==> src/ssrr_pkg.sv <==
`timescale 1ns / 1ps

package ssrr_pkg;

   // Index space and list depth
   localparam int unsigned IDX_W       = 6;
   localparam int unsigned CNT_W       = 7;
   localparam int unsigned IDX_SPACE   = 64;
   localparam logic [CNT_W-1:0] MAX_MEMBERS = 7'd64;
   localparam logic [CNT_W-1:0] NO_ROUND    = 7'd127;
   localparam logic [CNT_W-1:0] SIZE_RESET  = 7'd64;

   // Request kinds carried on tuser
   localparam logic [1:0] MODE_SET   = 2'd0;
   localparam logic [1:0] MODE_CLEAR = 2'd1;
   localparam logic [1:0] MODE_SCAN  = 2'd2;

   // Result status codes
   typedef enum logic [2:0] {
      STAT_DONE     = 3'd0,
      STAT_NOCHANGE = 3'd1,
      STAT_RANGE    = 3'd2,
      STAT_FULL     = 3'd3,
      STAT_EMPTY    = 3'd4
   } status_type;

   // Sequencer states
   typedef enum logic [2:0] {
      S_IDLE,
      S_DECIDE,
      S_MOVE,
      S_WRAP,
      S_SCAN_RD,
      S_SCAN_OUT,
      S_RESP
   } state_type;

   // Modulo unit request and reply
   typedef struct packed {
      logic             start;
      logic [CNT_W-1:0] numer;
      logic [CNT_W-1:0] denom;
   } mod_req_type;

   typedef struct packed {
      logic             done;
      logic [CNT_W-1:0] remainder;
   } mod_rsp_type;

endpackage

==> src/sparse_set_round_robin_scan.sv <==
`timescale 1ns / 1ps

// Sparse set of indices 0..63 with a round-robin member scan. One request is
// taken at a time; req_tready is high only while the sequencer is idle. A set
// or clear runs a position lookup, then decide and write, plus a move step
// when a clear moves the last list member into the hole, and then loads the
// result register. A scan passes the decide step, waits for the iterative
// modulo unit whenever it advances the rotating start (every scan except the
// first after reset or after a scan of an empty set), reads the first member,
// and then delivers one member per cycle while rsp_tready is high. Membership
// lives in per-index valid bits cleared by reset, so no clearing pass is run.
// csr_wr_data sets the number of accepted index values (reset 64); write it
// only while the block is idle.
module sparse_set_round_robin_scan (
   input  logic        clock,
   input  logic        reset,
   input  logic        csr_wr_en,
   input  logic [6:0]  csr_wr_data,   // active_size
   input  logic        req_tvalid,
   output logic        req_tready,
   input  logic [7:0]  req_tdata,     // [5:0] bit_index, [7:6] zero
   input  logic [1:0]  req_tuser,     // [1:0] mode
   output logic        rsp_tvalid,
   input  logic        rsp_tready,
   output logic [15:0] rsp_tdata,     // [5:0] member_index, [8:6] status, [15:9] member_count
   output logic        rsp_tlast      // last_result
);
   import ssrr_pkg::*;

   state_type        state_ff, state_in;
   logic [1:0]       mode_ff;
   logic [IDX_W-1:0] idx_ff;
   logic [CNT_W-1:0] cnt_ff, cnt_in;
   logic [CNT_W-1:0] rot_ff, rot_in;
   logic [IDX_W-1:0] pos_ff, pos_in;
   logic [CNT_W-1:0] rem_ff, rem_in;
   status_type       stat_ff, stat_in;
   logic [CNT_W-1:0] active_size_ff;
   logic [CNT_W-1:0] limit;

   // Position map and member list storage
   logic [IDX_SPACE-1:0] pv_ff;
   logic [CNT_W-1:0]     pm_mem [IDX_SPACE];
   logic [CNT_W-1:0]     pm_q_ff;
   logic [IDX_W-1:0]     ml_mem [IDX_SPACE];
   logic [IDX_W-1:0]     ml_q_ff;

   logic             pm_rd_en, pm_wr_en, pv_clr;
   logic [IDX_W-1:0] pm_rd_addr, pm_wr_addr;
   logic [CNT_W-1:0] pm_wr_data, pm_cur;
   logic             ml_rd_en, ml_wr_en;
   logic [IDX_W-1:0] ml_rd_addr, ml_wr_addr, ml_wr_data;
   logic [CNT_W-1:0] next_pos;

   logic             out_free, out_load, out_last;
   logic [IDX_W-1:0] out_member;
   status_type       out_status;
   logic             rsp_tvalid_ff;
   logic [15:0]      rsp_tdata_ff;
   logic             rsp_tlast_ff;

   mod_req_type mod_req;
   mod_rsp_type mod_rsp;

   ssrr_mod_unit u_mod (
      .clock   (clock),
      .reset   (reset),
      .mod_req (mod_req),
      .mod_rsp (mod_rsp)
   );

   assign limit    = (active_size_ff > MAX_MEMBERS) ? MAX_MEMBERS : active_size_ff;
   assign pm_cur   = pv_ff[idx_ff] ? pm_q_ff : '0;
   assign out_free = !rsp_tvalid_ff || rsp_tready;
   assign next_pos = ({1'b0, pos_ff} + 7'd1 == cnt_ff) ? '0 : {1'b0, pos_ff} + 7'd1;

   // Next state and datapath control
   always_comb begin
      state_in   = state_ff;
      cnt_in     = cnt_ff;
      rot_in     = rot_ff;
      pos_in     = pos_ff;
      rem_in     = rem_ff;
      stat_in    = stat_ff;
      req_tready = 1'b0;
      pm_rd_en   = 1'b0;
      pm_rd_addr = req_tdata[IDX_W-1:0];
      pm_wr_en   = 1'b0;
      pm_wr_addr = idx_ff;
      pm_wr_data = cnt_ff + 7'd1;
      pv_clr     = 1'b0;
      ml_rd_en   = 1'b0;
      ml_rd_addr = pos_ff;
      ml_wr_en   = 1'b0;
      ml_wr_addr = cnt_ff[IDX_W-1:0];
      ml_wr_data = idx_ff;
      mod_req    = '{start: 1'b0, numer: rot_ff + 7'd1, denom: cnt_ff};
      out_load   = 1'b0;
      out_member = '0;
      out_status = stat_ff;
      out_last   = 1'b1;
      unique case (state_ff)
         S_IDLE: begin
            req_tready = 1'b1;
            if (req_tvalid) begin
               pm_rd_en = 1'b1;
               state_in = S_DECIDE;
            end
         end
         S_DECIDE: begin
            state_in = S_RESP;
            case (mode_ff)
               MODE_SET: begin
                  priority if ({1'b0, idx_ff} >= limit) begin
                     stat_in = STAT_RANGE;
                  end else if (cnt_ff >= limit) begin
                     stat_in = STAT_FULL;
                  end else if (pm_cur != '0) begin
                     stat_in = STAT_NOCHANGE;
                  end else begin
                     // Append at the tail of the list
                     ml_wr_en = 1'b1;
                     pm_wr_en = 1'b1;
                     cnt_in   = cnt_ff + 7'd1;
                     stat_in  = STAT_DONE;
                  end
               end
               MODE_CLEAR: begin
                  priority if ({1'b0, idx_ff} >= limit) begin
                     stat_in = STAT_RANGE;
                  end else if (cnt_ff == '0) begin
                     stat_in = STAT_EMPTY;
                  end else if (pm_cur == '0) begin
                     stat_in = STAT_NOCHANGE;
                  end else begin
                     // Drop the member; fetch the tail if it must fill the hole
                     pv_clr  = 1'b1;
                     cnt_in  = cnt_ff - 7'd1;
                     pos_in  = IDX_W'(pm_cur - 7'd1);
                     stat_in = STAT_DONE;
                     if (pm_cur < cnt_ff) begin
                        ml_rd_en   = 1'b1;
                        ml_rd_addr = IDX_W'(cnt_ff - 7'd1);
                        state_in   = S_MOVE;
                     end
                  end
               end
               MODE_SCAN: begin
                  priority if (cnt_ff == '0) begin
                     rot_in  = NO_ROUND;
                     stat_in = STAT_EMPTY;
                  end else if (rot_ff == NO_ROUND) begin
                     rot_in   = '0;
                     pos_in   = '0;
                     rem_in   = cnt_ff;
                     state_in = S_SCAN_RD;
                  end else begin
                     mod_req.start = 1'b1;
                     rem_in        = cnt_ff;
                     state_in      = S_WRAP;
                  end
               end
               default: begin
                  stat_in = STAT_NOCHANGE;
               end
            endcase
         end
         S_MOVE: begin
            // Move the tail member into the hole
            pm_wr_en   = 1'b1;
            pm_wr_addr = ml_q_ff;
            pm_wr_data = {1'b0, pos_ff} + 7'd1;
            ml_wr_en   = 1'b1;
            ml_wr_addr = pos_ff;
            ml_wr_data = ml_q_ff;
            state_in   = S_RESP;
         end
         S_WRAP: begin
            if (mod_rsp.done) begin
               rot_in   = mod_rsp.remainder;
               pos_in   = IDX_W'(mod_rsp.remainder);
               state_in = S_SCAN_RD;
            end
         end
         S_SCAN_RD: begin
            ml_rd_en = 1'b1;
            state_in = S_SCAN_OUT;
         end
         S_SCAN_OUT: begin
            // Emit one member a cycle while the output is free and prefetch the next
            out_member = ml_q_ff;
            out_status = STAT_DONE;
            out_last   = (rem_ff == 7'd1);
            if (out_free) begin
               out_load = 1'b1;
               rem_in   = rem_ff - 7'd1;
               pos_in   = next_pos[IDX_W-1:0];
               if (rem_ff == 7'd1) begin
                  state_in = S_IDLE;
               end else begin
                  ml_rd_en   = 1'b1;
                  ml_rd_addr = next_pos[IDX_W-1:0];
               end
            end
         end
         S_RESP: begin
            if (out_free) begin
               out_load = 1'b1;
               state_in = S_IDLE;
            end
         end
      endcase
   end

   // Control state
   always_ff @(posedge clock) begin
      if (reset) begin
         state_ff       <= S_IDLE;
         cnt_ff         <= '0;
         rot_ff         <= NO_ROUND;
         active_size_ff <= SIZE_RESET;
         pv_ff          <= '0;
         rsp_tvalid_ff  <= 1'b0;
      end else begin
         state_ff <= state_in;
         cnt_ff   <= cnt_in;
         rot_ff   <= rot_in;
         if (csr_wr_en) begin
            active_size_ff <= csr_wr_data;
         end
         if (pm_wr_en) begin
            pv_ff[pm_wr_addr] <= 1'b1;
         end
         if (pv_clr) begin
            pv_ff[idx_ff] <= 1'b0;
         end
         if (out_load) begin
            rsp_tvalid_ff <= 1'b1;
         end else if (rsp_tready) begin
            rsp_tvalid_ff <= 1'b0;
         end
      end
   end

   // Working registers and result beat
   always_ff @(posedge clock) begin
      if (req_tvalid && req_tready) begin
         mode_ff <= req_tuser;
         idx_ff  <= req_tdata[IDX_W-1:0];
      end
      pos_ff  <= pos_in;
      rem_ff  <= rem_in;
      stat_ff <= stat_in;
      if (out_load) begin
         rsp_tdata_ff <= {cnt_ff, out_status, out_member};
         rsp_tlast_ff <= out_last;
      end
   end

   // Position map memory
   always_ff @(posedge clock) begin
      if (pm_wr_en) begin
         pm_mem[pm_wr_addr] <= pm_wr_data;
      end
      if (pm_rd_en) begin
         pm_q_ff <= pm_mem[pm_rd_addr];
      end
   end

   // Member list memory
   always_ff @(posedge clock) begin
      if (ml_wr_en) begin
         ml_mem[ml_wr_addr] <= ml_wr_data;
      end
      if (ml_rd_en) begin
         ml_q_ff <= ml_mem[ml_rd_addr];
      end
   end

   assign rsp_tvalid = rsp_tvalid_ff;
   assign rsp_tdata  = rsp_tdata_ff;
   assign rsp_tlast  = rsp_tlast_ff;

endmodule

==> src/ssrr_mod_unit.sv <==
`timescale 1ns / 1ps

// Restoring remainder, one shifted compare and subtract per cycle.
module ssrr_mod_unit (
   input  logic                clock,
   input  logic                reset,
   input  ssrr_pkg::mod_req_type mod_req,
   output ssrr_pkg::mod_rsp_type mod_rsp
);
   import ssrr_pkg::*;

   logic [CNT_W-1:0] r_ff, r_in;
   logic [CNT_W-1:0] d_ff;
   logic [2:0]       k_ff;
   logic             busy_ff, busy_in;
   logic             done_ff, done_in;
   logic [12:0]      sub_val;
   logic             ge;

   // Divisor shifted to the current quotient bit
   assign sub_val = {6'b0, d_ff} << k_ff;
   assign ge      = {6'b0, r_ff} >= sub_val;

   // Step the remainder
   always_comb begin
      r_in    = r_ff;
      busy_in = busy_ff;
      done_in = 1'b0;
      if (busy_ff) begin
         if (ge) begin
            r_in = r_ff - sub_val[CNT_W-1:0];
         end
         if (k_ff == 3'd0) begin
            busy_in = 1'b0;
            done_in = 1'b1;
         end
      end
   end

   // Control registers
   always_ff @(posedge clock) begin
      if (reset) begin
         busy_ff <= 1'b0;
         done_ff <= 1'b0;
      end else begin
         busy_ff <= mod_req.start ? 1'b1 : busy_in;
         done_ff <= mod_req.start ? 1'b0 : done_in;
      end
   end

   // Operand registers
   always_ff @(posedge clock) begin
      if (mod_req.start) begin
         r_ff <= mod_req.numer;
         d_ff <= mod_req.denom;
         k_ff <= 3'd6;
      end else begin
         r_ff <= r_in;
         if (busy_ff && k_ff != 3'd0) begin
            k_ff <= k_ff - 3'd1;
         end
      end
   end

   assign mod_rsp.done      = done_ff;
   assign mod_rsp.remainder = r_ff;

endmodule

==> config.mk <==
export PLATFORM = sky130hd
export DESIGN_NAME = sparse_set_round_robin_scan
export DESIGN_NICKNAME = d
export VERILOG_FILES = /design/src/ssrr_pkg.sv /design/src/sparse_set_round_robin_scan.sv /design/src/ssrr_mod_unit.sv
export SDC_FILE = /design/constraint.sdc
export NUM_CORES = 1
export LEC_CHECK = 0
export BUFFER_PORTS_ARGS = -buffer_cell sky130_fd_sc_hd__buf_4
export CAP_MARGIN = 30
export CORE_ASPECT_RATIO = 1.2
export CORE_MARGIN = 5
export CORE_UTILIZATION = 50
export CTS_CLUSTER_DIAMETER = 40
export DETAILED_ROUTE_END_ITERATION = 8
export PLACE_DENSITY = 0.65
export SLEW_MARGIN = 20
export SYNTH_ARGS = -nofsm -noshare
export SYNTH_HDL_FRONTEND = slang
export SYNTH_SLANG_ARGS = --single-unit
==> constraint.sdc <==
create_clock -name clock -period 9.8 [get_ports clock]
set_input_delay 0.98 -clock clock [delete_from_list [all_inputs] [get_ports clock]]
set_output_delay 0.98 -clock clock [all_outputs]
set_load 0.03 [all_outputs]
**Yosys cells after proc, flatten, opt, wreduce, memory -nomap -nowiden**

Memory sizes are Yosys's and may differ from the RTL's. A register that Yosys moved wholly into a read port is not among the register bits.
Cells that the tools add are included.

- Bits in registers: 149
- Memories: 2
- Input port bits: 22
- Word-level logic and storage cells: 212
- Bits in writable memories: 832

Memory list:

| memory | words | bits a word | rd ports | clocked after Yosys merged registers in | write ports | line | text |
|---|---|---|---|---|---|---|---|
| pm_mem | 64 | 7 | 1 | 1 | 1 | sparse_set_round_robin_scan.sv:43 | `logic [CNT_W-1:0] pm_mem [IDX_SPACE];` |
| ml_mem | 64 | 6 | 1 | 1 | 1 | sparse_set_round_robin_scan.sv:45 | `logic [IDX_W-1:0] ml_mem [IDX_SPACE];` |

- Equality and inequality tests: 32
- Reductions and logical operators: 29
- Add/sub/neg operators: 8
- Bitwise logic cells: 4
- Mux-type cells: 107
- $lt $le $gt $ge: 9
- Shift operators: 1

Operator list:

| cell | count |
|---|---|
| $mux 64 | 3 |
| $mux 7 | 19 |
| $mux 6 | 17 |
| $and 64x64->64 | 1 |
| $not 64->64 | 1 |
| $or 64x64->64 | 1 |
| $mux 3 | 14 |
| $pmux 7 s2 | 3 |
| $mux 1 | 38 |
| $ne 2x2->1 const B | 13 |
| $pmux 6 s2 | 2 |
| $pmux 3 s7 | 1 |
| $ne 3x3->1 const B | 6 |
| $pmux 6 s3 | 1 |
| $add 7x1->7 const B | 2 |
| $logic_not 7->1 | 2 |
| $lt 6x7->1 const B | 2 |
| $sub 7x1->7 const B | 2 |
| $ge 7x13->1 | 1 |
| $shl 7x3->13 | 1 |
| $demux 1 s6 | 2 |
| $ge 6x1->1 const B | 2 |
| $reduce_bool 2->1 | 6 |
| $eq 3x3->1 const B | 3 |
| 38 further kinds | 47 |

**Depth between registers and ports, before layout**

Gate-level depths: netlist (run 1).

- Word-level depth: 13
- Gate-level depth with buffers: 28
- Depth with buffers taken out: 20

**Hierarchy**

From an unflattened synthesis (run 1), not the netlist that was laid out.

- Cells, all modules: 2806
- Area total of the unflattened synthesis: 42241.8 um^2

By module, submodules not included:

| module | instances | seq. area each (um^2) | cells an instance | area each (um^2) |
|---|---|---|---|---|
| sparse_set_round_robin_scan | 1 | 28387.2 | 2676 | 40971.8 |
| ssrr_mod_unit | 1 | 520.5 | 130 | 1270.0 |

**Least setup slack after synthesis (run 1)**

OpenSTA, ideal clock, no wires.

- Path type: flip-flop to flip-flop
- Start: register idx_ff[2]
- End: register ml_q_ff[0], read port of ml_mem, data pin
- Path slack: 4588 ps
- Stages on the path, launching flop included: 25
- Data arrival time: 4940 ps
- Path buffers: 5
- Cells stage by stage: edfxtp_1 > buf_4 > buf_6 > mux4_2 > a22o_1 > a222oi_1 > nand3_1 > buf_2 > nand2_1 > inv_1 > ha_1 > a21o_1 > a21oi_1 > maj3_1 > o21ai_0 > mux2i_1 > a311oi_1 > a311oi_1 > buf_2 > buf_2 > mux2i_1 > mux2i_1 > a22oi_1 > o211ai_1 > or4b_1

- Word-level cells in the longest chain between the ends: 10

Ends and longest elaborated chain:

| what | line | text |
|---|---|---|
| start, declared | sparse_set_round_robin_scan.sv:32 | `logic [IDX_W-1:0] idx_ff;` |
| start signal, assigned | sparse_set_round_robin_scan.sv:249 | `idx_ff <= req_tdata[IDX_W-1:0];` |
| $bmux 1 s6 | sparse_set_round_robin_scan.sv:73 | `assign pm_cur = pv_ff[idx_ff] ? pm_q_ff : '0;` |
| $mux 1 (implied by the code) | sparse_set_round_robin_scan.sv:73 |  |
| $mux 7 | sparse_set_round_robin_scan.sv:73 |  |
| $lt 7x7->1 | sparse_set_round_robin_scan.sv:141 | `if (pm_cur < cnt_ff) begin` |
| $mux 1 or $mux 6 (tied branches) | sparse_set_round_robin_scan.sv:141 |  |
| $mux 1 or $mux 6 (tied branches) | sparse_set_round_robin_scan.sv:133 | `end else if (pm_cur == '0) begin` |
| $mux 1 or $mux 6 (tied branches) | sparse_set_round_robin_scan.sv:131 | `end else if (cnt_ff == '0) begin` |
| $mux 1 or $mux 6 (tied branches) | sparse_set_round_robin_scan.sv:129 | `priority if ({1'b0, idx_ff} >= limit) begin` |
| $mux 1 or $mux 6 (tied branches) | sparse_set_round_robin_scan.sv:112 | `case (mode_ff)` |
| $pmux 1 s3 or $pmux 6 s2 (tied branches) | sparse_set_round_robin_scan.sv:102 | `unique case (state_ff)` |
| end, declared | sparse_set_round_robin_scan.sv:46 | `logic [IDX_W-1:0] ml_q_ff;` |

Several ways; a longest one is shown, not always the timed one. The select of a mux whose other input is x is not followed.
A chain may end at the register's enable or synchronous reset.

**Worst setup path in the final report (run 1)**

- Start: register idx_ff[2]
- End: register ml_q_ff[2], read port of ml_mem, data pin

Same word-level chain as after synthesis.

==> results of run 1 <==
## sequential cells by signal, indices dropped and copies added, names as in the netlist, 7 cells and up
register,flops
active_size_ff,7
cnt_ff,7
ml_mem,384
pm_mem,448
pm_q_ff,7
pv_ff,64
rem_ff,7
rot_ff,7
rsp_tdata,16
u_mod.d_ff,7
u_mod.r_ff,7
## Yosys cell counts (16+ instances only)
cell type                  instances  share of area [%]
sky130_fd_sc_hd__xnor2_1          25               0.52
sky130_fd_sc_hd__ha_1             38                1.1
sky130_fd_sc_hd__a31oi_1          16               0.24
sky130_fd_sc_hd__inv_1            36               0.32
sky130_fd_sc_hd__nand2_1         285                2.5
sky130_fd_sc_hd__a211oi_1         63                1.1
sky130_fd_sc_hd__dfxtp_1          94                4.5
sky130_fd_sc_hd__a21o_1           16               0.29
sky130_fd_sc_hd__mux2i_1         119                2.8
sky130_fd_sc_hd__o21ai_0          56               0.67
sky130_fd_sc_hd__nor2_1          257                2.3
sky130_fd_sc_hd__nand3_1          74               0.88
sky130_fd_sc_hd__a311oi_1         20               0.42
sky130_fd_sc_hd__nor3_1           20               0.24
sky130_fd_sc_hd__edfxtp_1        900                 64
sky130_fd_sc_hd__mux4_2          152                8.1
sky130_fd_sc_hd__and3_1           18               0.27
sky130_fd_sc_hd__nand2b_1         21               0.31
sky130_fd_sc_hd__a221oi_1         20               0.42
sky130_fd_sc_hd__nand4_1          23               0.34
sky130_fd_sc_hd__buf_2            41               0.49
sky130_fd_sc_hd__a21oi_1         173                2.1
sky130_fd_sc_hd__clkbuf_1         76               0.68
sky130_fd_sc_hd__buf_1            26               0.23
sky130_fd_sc_hd__and2_1           26               0.39
## routing by layer
layer / vias up / wire length, um / track usage (%)
met5: - / 0 / 0
met4: 0 / 3440 / 7.77
met3: 212 / 6890 / 3.40
met2: 1050 / 51000 / 37.4
met1: 12600 / 38900 / 29.1
li1: 11100 / - / -
## final timing paths
path / start / to / slack, ns
worst max-delay path: idx_ff[2] / ml_q_ff[2] / 2.05
worst min-delay path: req_tuser[0] / mode_ff[0] / 0.48
worst max register to register: idx_ff[2] / ml_q_ff[2] / 2.05
worst min register to register: active_size_ff[0] / active_size_ff[0] / 0.51
## worst reg2reg max path: stages (launching register included)
cell                        delay, ns
sky130_fd_sc_hd__edfxtp_1        0.94
sky130_fd_sc_hd__buf_4           0.34
sky130_fd_sc_hd__mux2i_1         0.25
sky130_fd_sc_hd__a2bb2oi_1       0.18
sky130_fd_sc_hd__a31oi_1         0.10
sky130_fd_sc_hd__a211oi_1        0.31
sky130_fd_sc_hd__nand3_1         0.51
sky130_fd_sc_hd__and2_1          0.39
sky130_fd_sc_hd__ha_1            0.29
sky130_fd_sc_hd__a21oi_1         0.08
sky130_fd_sc_hd__maj3_1          0.35
sky130_fd_sc_hd__o21ai_0         0.22
sky130_fd_sc_hd__mux2i_1         0.29
sky130_fd_sc_hd__a311oi_1        0.59
sky130_fd_sc_hd__a311o_2         0.64
sky130_fd_sc_hd__buf_4           0.50
sky130_fd_sc_hd__or4b_1          0.33
sky130_fd_sc_hd__a21oi_1         0.07
sky130_fd_sc_hd__a2bb2oi_1       0.15
sky130_fd_sc_hd__nand4_1         0.25
sky130_fd_sc_hd__or4b_1          0.67
## report_power, final
group          internal (uW)  switching, uW  total (uW)
logic                    908           2180        3090
clock network           2310           1720        4030
registers               5140            106        5250
## final cells by class
type	instances	area, um^2	area share (%)
clock buffer	128	2880	6.09
antenna	3	7.51	0.0159
timing repair buffer	93	797	1.68
tap	1121	1400	2.96
inverter	40	150	0.317
clock inverter	82	737	1.56
multi-input combinational	1626	12500	26.3
sequential	994	28900	61.0
## through the flow
stage / utilization [%] / hold slack (ns)
after floorplan: - / 0.452
after global placement: 52.2 / 0.483
after detailed placement: 52.2 / 0.492
after CTS: 56.6 / 0.438
after global routing: 56.7 / 0.449
final: 56.7 / 0.482
## cell families (layout without fill, tap and decap cells)
| logic type | count (synthesis) | after routing | share of synthesized area (%) |
|---|---|---|---|
| xor gates and xnor gates | 40 | 40 | 0.898 |
| buffers and inverters | 194 | 343 | 1.96 |
| and+or+nand+nor | 789 | 789 | 8.48 |
| muxes | 286 | 286 | 11.4 |
| adders and majority gates | 40 | 40 | 1.20 |
| DFF | 994 | 994 | 68.7 |
| AOI/OAI and AO/OA | 471 | 471 | 7.37 |
| other | 0 | 3 | 0 |
==> metrics, run 1 <==
post-cts resize count 0; master of the slowest instance on the critical path sky130_fd_sc_hd__edfxtp_1; Setup Buffers After CTS 0; cells along the critical path buf_4 > mux2i_1 > a2bb2oi_1 > a31oi_1 > a211oi_1 > nand3_1 > and2_1 > ha_1 > a21oi_1 > maj3_1 > o21ai_0 > mux2i_1 > a311oi_1 > a311o_2 > buf_4 > or4b_1 > a21oi_1 > a2bb2oi_1 > nand4_1 > or4b_1; average routed wire per standard cell 24.5 um; share of synthesized flip-flops with an asynchronous set or reset 0%; vias per cell about 6.1; final RePlAce weighted congestion 0.875; via count of the first global-routing pass 24800; level count of the clock H-tree 3; DRC viols 0; number of sinks handled by clock tree synthesis 994; die outline area 0.0901 mm^2; register area share after synthesis 68.7%; final instance area 0.0474 mm^2; starting density of the core 50.4%; startpoint-to-endpoint class of the critical path flip-flop to flip-flop; CTS tree built; Final Hold Violating Endpoints 0; critical path capture point type flip-flop; Synth Cell Area 0.0421 mm^2; RSZ-0062 raised after global routing false; first-pass GRT wire length 152000 um; part of the cycle the worst path needs 79.0%; endpoint required time on the critical path 10.17 ns; buffer cell driving the clock tree root sky130_fd_sc_hd__clkbuf_16; number of max-slew violations in the final report 0; vias 25000; layout cells sized above 1 15.7%; 1st-pass router iterations 6; arrival time at the worst endpoint 8.11 ns; post-DP HPWL 63000 um; Buffers & Inverters on Critical Path 2; clock-pin slew on the worst setup and hold paths 0.06 ns; setup_tns 0 ns; highest-count cells in the layout ignoring fill and taps 900 x sky130_fd_sc_hd__edfxtp_1, 285 x sky130_fd_sc_hd__nand2_1, 256 x sky130_fd_sc_hd__nor2_1; count of synthesis-stage warnings from yosys 0; HP Class input port to flip-flop; headroom to the max-slew limit 33.8%; maximum number of pins on one net before global-route repair 85; delay of the slowest cell on the worst path 0.94 ns; number of cell instances on the worst register-to-register path 20; final critical-path required period 7.75 ns; Gate Count Post-Synth 2814; DRT antenna net count 0; post-synthesis to final-layout area growth 12.6%; height of the die 328 um; total design power 12400 uW; Clock Tree Buf Depth 3; Post-Syn Nets between 2000 and 3000; result of the run finished clean; delay-heaviest family, CP compound AO/OA/AOI/OAI gates; IO Port Bufs 38; Hold Buf Count CTS 0; main flop type after synthesis sky130_fd_sc_hd__edfxtp_1; min setup slack post-route 2.05 ns; post-place instance area 0.0436 mm^2; post-synthesis average cell area 14.9 um^2; highest clock rate 129 MHz; violation count after the first detailed-route iteration approximately 2400; number of fill cells about 6400; number of cells in the design after placement 3866; final cell count without fillers 4087; number of cells on the critical path 20; startpoint kind of the worst setup timing path flip-flop; number of library cell types mapped by synthesis 86; placement-stage worst setup slack 2.21 ns; transition time at the pin with the least slew margin 0.965 ns; floorplan die width 275 um; GRT Util Overall 22.0%; largest fanout on the critical path 37; core area between 0.08 and 0.09 mm^2; count of boundary I/O pins 41; LEAKAGE between 0.015 and 0.02 uW; instance count along the most critical hold path 1; initial antenna violation count 2; Cell Pwr Density about 260 mW/mm^2; Setup Skew 0.0474 ns; flop and latch count out of synthesis 994; max capacitance violation total 0; Final nets 2928; total gr overflow 0; most common cell after layout, fill and taps aside sky130_fd_sc_hd__edfxtp_1; count of flip-flops with a built-in enable after synthesis 900; total clock buffers created by CTS 112; final routed wirelength across all metal layers 100000 um; # setup viols final 0; IR drop worst, VDD 0.000185 V; source-to-sink clock delay at the later pin of the worst-skew pair 0.68 ns; number of rows in the core area 116
(Power assumes the default switching activity.)
==> run 2: changes to the inputs <==
==> constraint.sdc (replaced) <==
create_clock -name clock -period 8 [get_ports clock]
set_input_delay 0.8 -clock clock [delete_from_list [all_inputs] [get_ports clock]]
set_output_delay 0.8 -clock clock [all_outputs]
set_load 0.03 [all_outputs]
==> run 2 against run 1 <==
Compared with the run above:
- core utilization increased by 0.69 points
- non-clock buffer count increased by 12
- combinational power increased by 24%
- clock skew decreased by 0.011 ns
- sequential share of layout area decreased by 0.73 points
- sequential cell count unchanged
==> metrics, run 2 (synthesized netlist as in run 1, its figures left out) <==
height of the die 328 um; top register by number of flip-flops pm_mem; HP Class input port to flip-flop; part of the cycle the worst path needs between 80 and 90%; transition time at the pin with the least slew margin 1.02 ns; first-pass GRT wire length 156000 um; total clock buffers created by CTS 115; violation count after the first detailed-route iteration 2784; Clock Tree Buf Depth 3; clock-pin slew on the worst setup and hold paths approximately 0.060 ns; via count of the first global-routing pass roughly 25000; Final nets 2943; setup_tns 0 ns; critical path capture point type flip-flop; DRT antenna net count 0; Setup Buffers After CTS 0; startpoint kind of the worst setup timing path flip-flop; GRT Util Overall 22.7%; total gr overflow 0; core area 0.0835 mm^2; final routed wirelength across all metal layers between 100000 and 150000 um; 1st-pass router iterations 5; number of rows in the core area 116; Setup crit start idx_ff[2]; highest clock rate approximately 140 MHz; IR drop worst, VDD 0.000245 V; RSZ-0062 raised after global routing false; arrival time at the worst endpoint between 7 and 8 ns; CTS tree built; initial antenna violation count 3; flip-flop count of the largest register after layout 448; final critical-path required period 7.13 ns; IO Port Bufs 38; post-place instance area 0.0438 mm^2; final RePlAce weighted congestion 0.905; total design power approximately 16000 uW; largest fanout on the critical path 32; Hold Buf Count CTS 0; Register-to-Register Setup Slack 0.87 ns; highest-count cells in the layout ignoring fill and taps 900 x sky130_fd_sc_hd__edfxtp_1, 285 x sky130_fd_sc_hd__nand2_1, 256 x sky130_fd_sc_hd__nor2_1; layout cells sized above 1 16.6%; DRC viols 0; Cell Pwr Density between 300 and 400 mW/mm^2; number of max-slew violations in the final report 0; endpoint required time on the critical path 8.41 ns; die outline area 0.0901 mm^2; Worst Setup EP ml_q_ff[0]; most common cell after layout, fill and taps aside sky130_fd_sc_hd__edfxtp_1; source-to-sink clock delay at the later pin of the worst-skew pair 0.69 ns; post-cts resize count 0; headroom to the max-slew limit 31.5%; max capacitance violation total 0; starting density of the core 50.4%; endpoint of the worst-slack reg-to-reg timing path ml_q_ff[0]; largest registers pm_mem (448), ml_mem (384), pv_ff (64); number of cell instances on the worst register-to-register path 19; floorplan die width 275 um; number of sinks handled by clock tree synthesis 994; Setup Skew 0.0359 ns; maximum number of pins on one net before global-route repair 85; worst flop-to-flop path startpoint idx_ff[2]; average routed wire per standard cell between 20 and 25 um; result of the run finished clean; vias 25000; final instance area 0.0479 mm^2; startpoint-to-endpoint class of the critical path flip-flop to flip-flop; # setup viols final 0; buffer cell driving the clock tree root sky130_fd_sc_hd__clkbuf_16; Final Hold Violating Endpoints 0; level count of the clock H-tree 3; post-DP HPWL approximately 65000 um; LEAKAGE 0.0158 uW; vias per cell between 6 and 7; count of boundary I/O pins 41; post-synthesis to final-layout area growth 13.9%
## run 2: layout make-up
| type | count | area, um^2 |
|---|---|---|
| sequential | 994 | 28900 |
| timing repair buffer | 105 | 866 |
| antenna | 2 | 5.00 |
| multi-input combinational | 1626 | 12500 |
| clock buffer | 126 | 2950 |
| inverter | 40 | 150 |
| clock inverter | 91 | 1170 |
| fill | 6416 | 35500 |
| tap | 1121 | 1400 |
## run 2: how the worst min path moves through the flow
stage,from,end,depth (start not counted)
2_1_floorplan,active_size_ff[0],active_size_ff[0],2
3_3_place_gp,active_size_ff[3],active_size_ff[3],2
3_5_place_dp,active_size_ff[2],active_size_ff[2],2
4_1_cts,req_tuser[0],mode_ff[0],1
5_1_grt,req_tuser[0],mode_ff[0],1
6_report,req_tuser[0],mode_ff[0],1
## run 2: per-stage QoR
stage,std cells,util (%),hold slack (ns),setup WS (ns)
floorplan,2814,-,0.452,2.79
global placement,3879,52.4,0.481,1.02
detailed placement,3882,52.4,0.496,1.02
global route,4103,57.4,0.253,0.597
finish,4105,57.4,0.285,0.874
CTS,4099,57.4,0.237,0.925
## run 2: power by group
group,internal (uW),leakage (uW),switching (uW),total (uW)
logic,1140,0.00486,2680,3820
clock network,3360,0.00200,2190,5550
registers,6300,0.00894,139,6430
## run 2: critical path, stage by stage, from the launching register on
cell                       delay, ns
sky130_fd_sc_hd__edfxtp_1       0.73
sky130_fd_sc_hd__buf_4          0.35
sky130_fd_sc_hd__inv_2          0.16
sky130_fd_sc_hd__nor2_1         0.15
sky130_fd_sc_hd__a221o_1        0.32
sky130_fd_sc_hd__a222oi_1       0.35
sky130_fd_sc_hd__nand3_1        0.29
sky130_fd_sc_hd__buf_4          0.25
sky130_fd_sc_hd__and2_1         0.18
sky130_fd_sc_hd__ha_1           0.29
sky130_fd_sc_hd__a21oi_1        0.09
sky130_fd_sc_hd__maj3_1         0.35
sky130_fd_sc_hd__o21ai_0        0.22
sky130_fd_sc_hd__mux2i_1        0.28
sky130_fd_sc_hd__a311oi_1       0.56
sky130_fd_sc_hd__a311o_2        0.74
sky130_fd_sc_hd__a221oi_1       0.27
sky130_fd_sc_hd__a211oi_1       0.42
sky130_fd_sc_hd__nand4_1        0.27
sky130_fd_sc_hd__or4b_1         0.57
## run 2: layer usage
| metal | share of wire [%] | vias up | wire [um] | global-route usage (%) |
|---|---|---|---|---|
| met4 | 4.0 | 2 | 4060 | 8.77 |
| met5 | 0.013 | - | 13 | 0 |
| met3 | 6.6 | 252 | 6770 | 3.65 |
| met1 | 40 | 12600 | 40500 | 29.8 |
| met2 | 50 | 1035 | 51100 | 38.2 |
| li1 | - | 11100 | - | - |
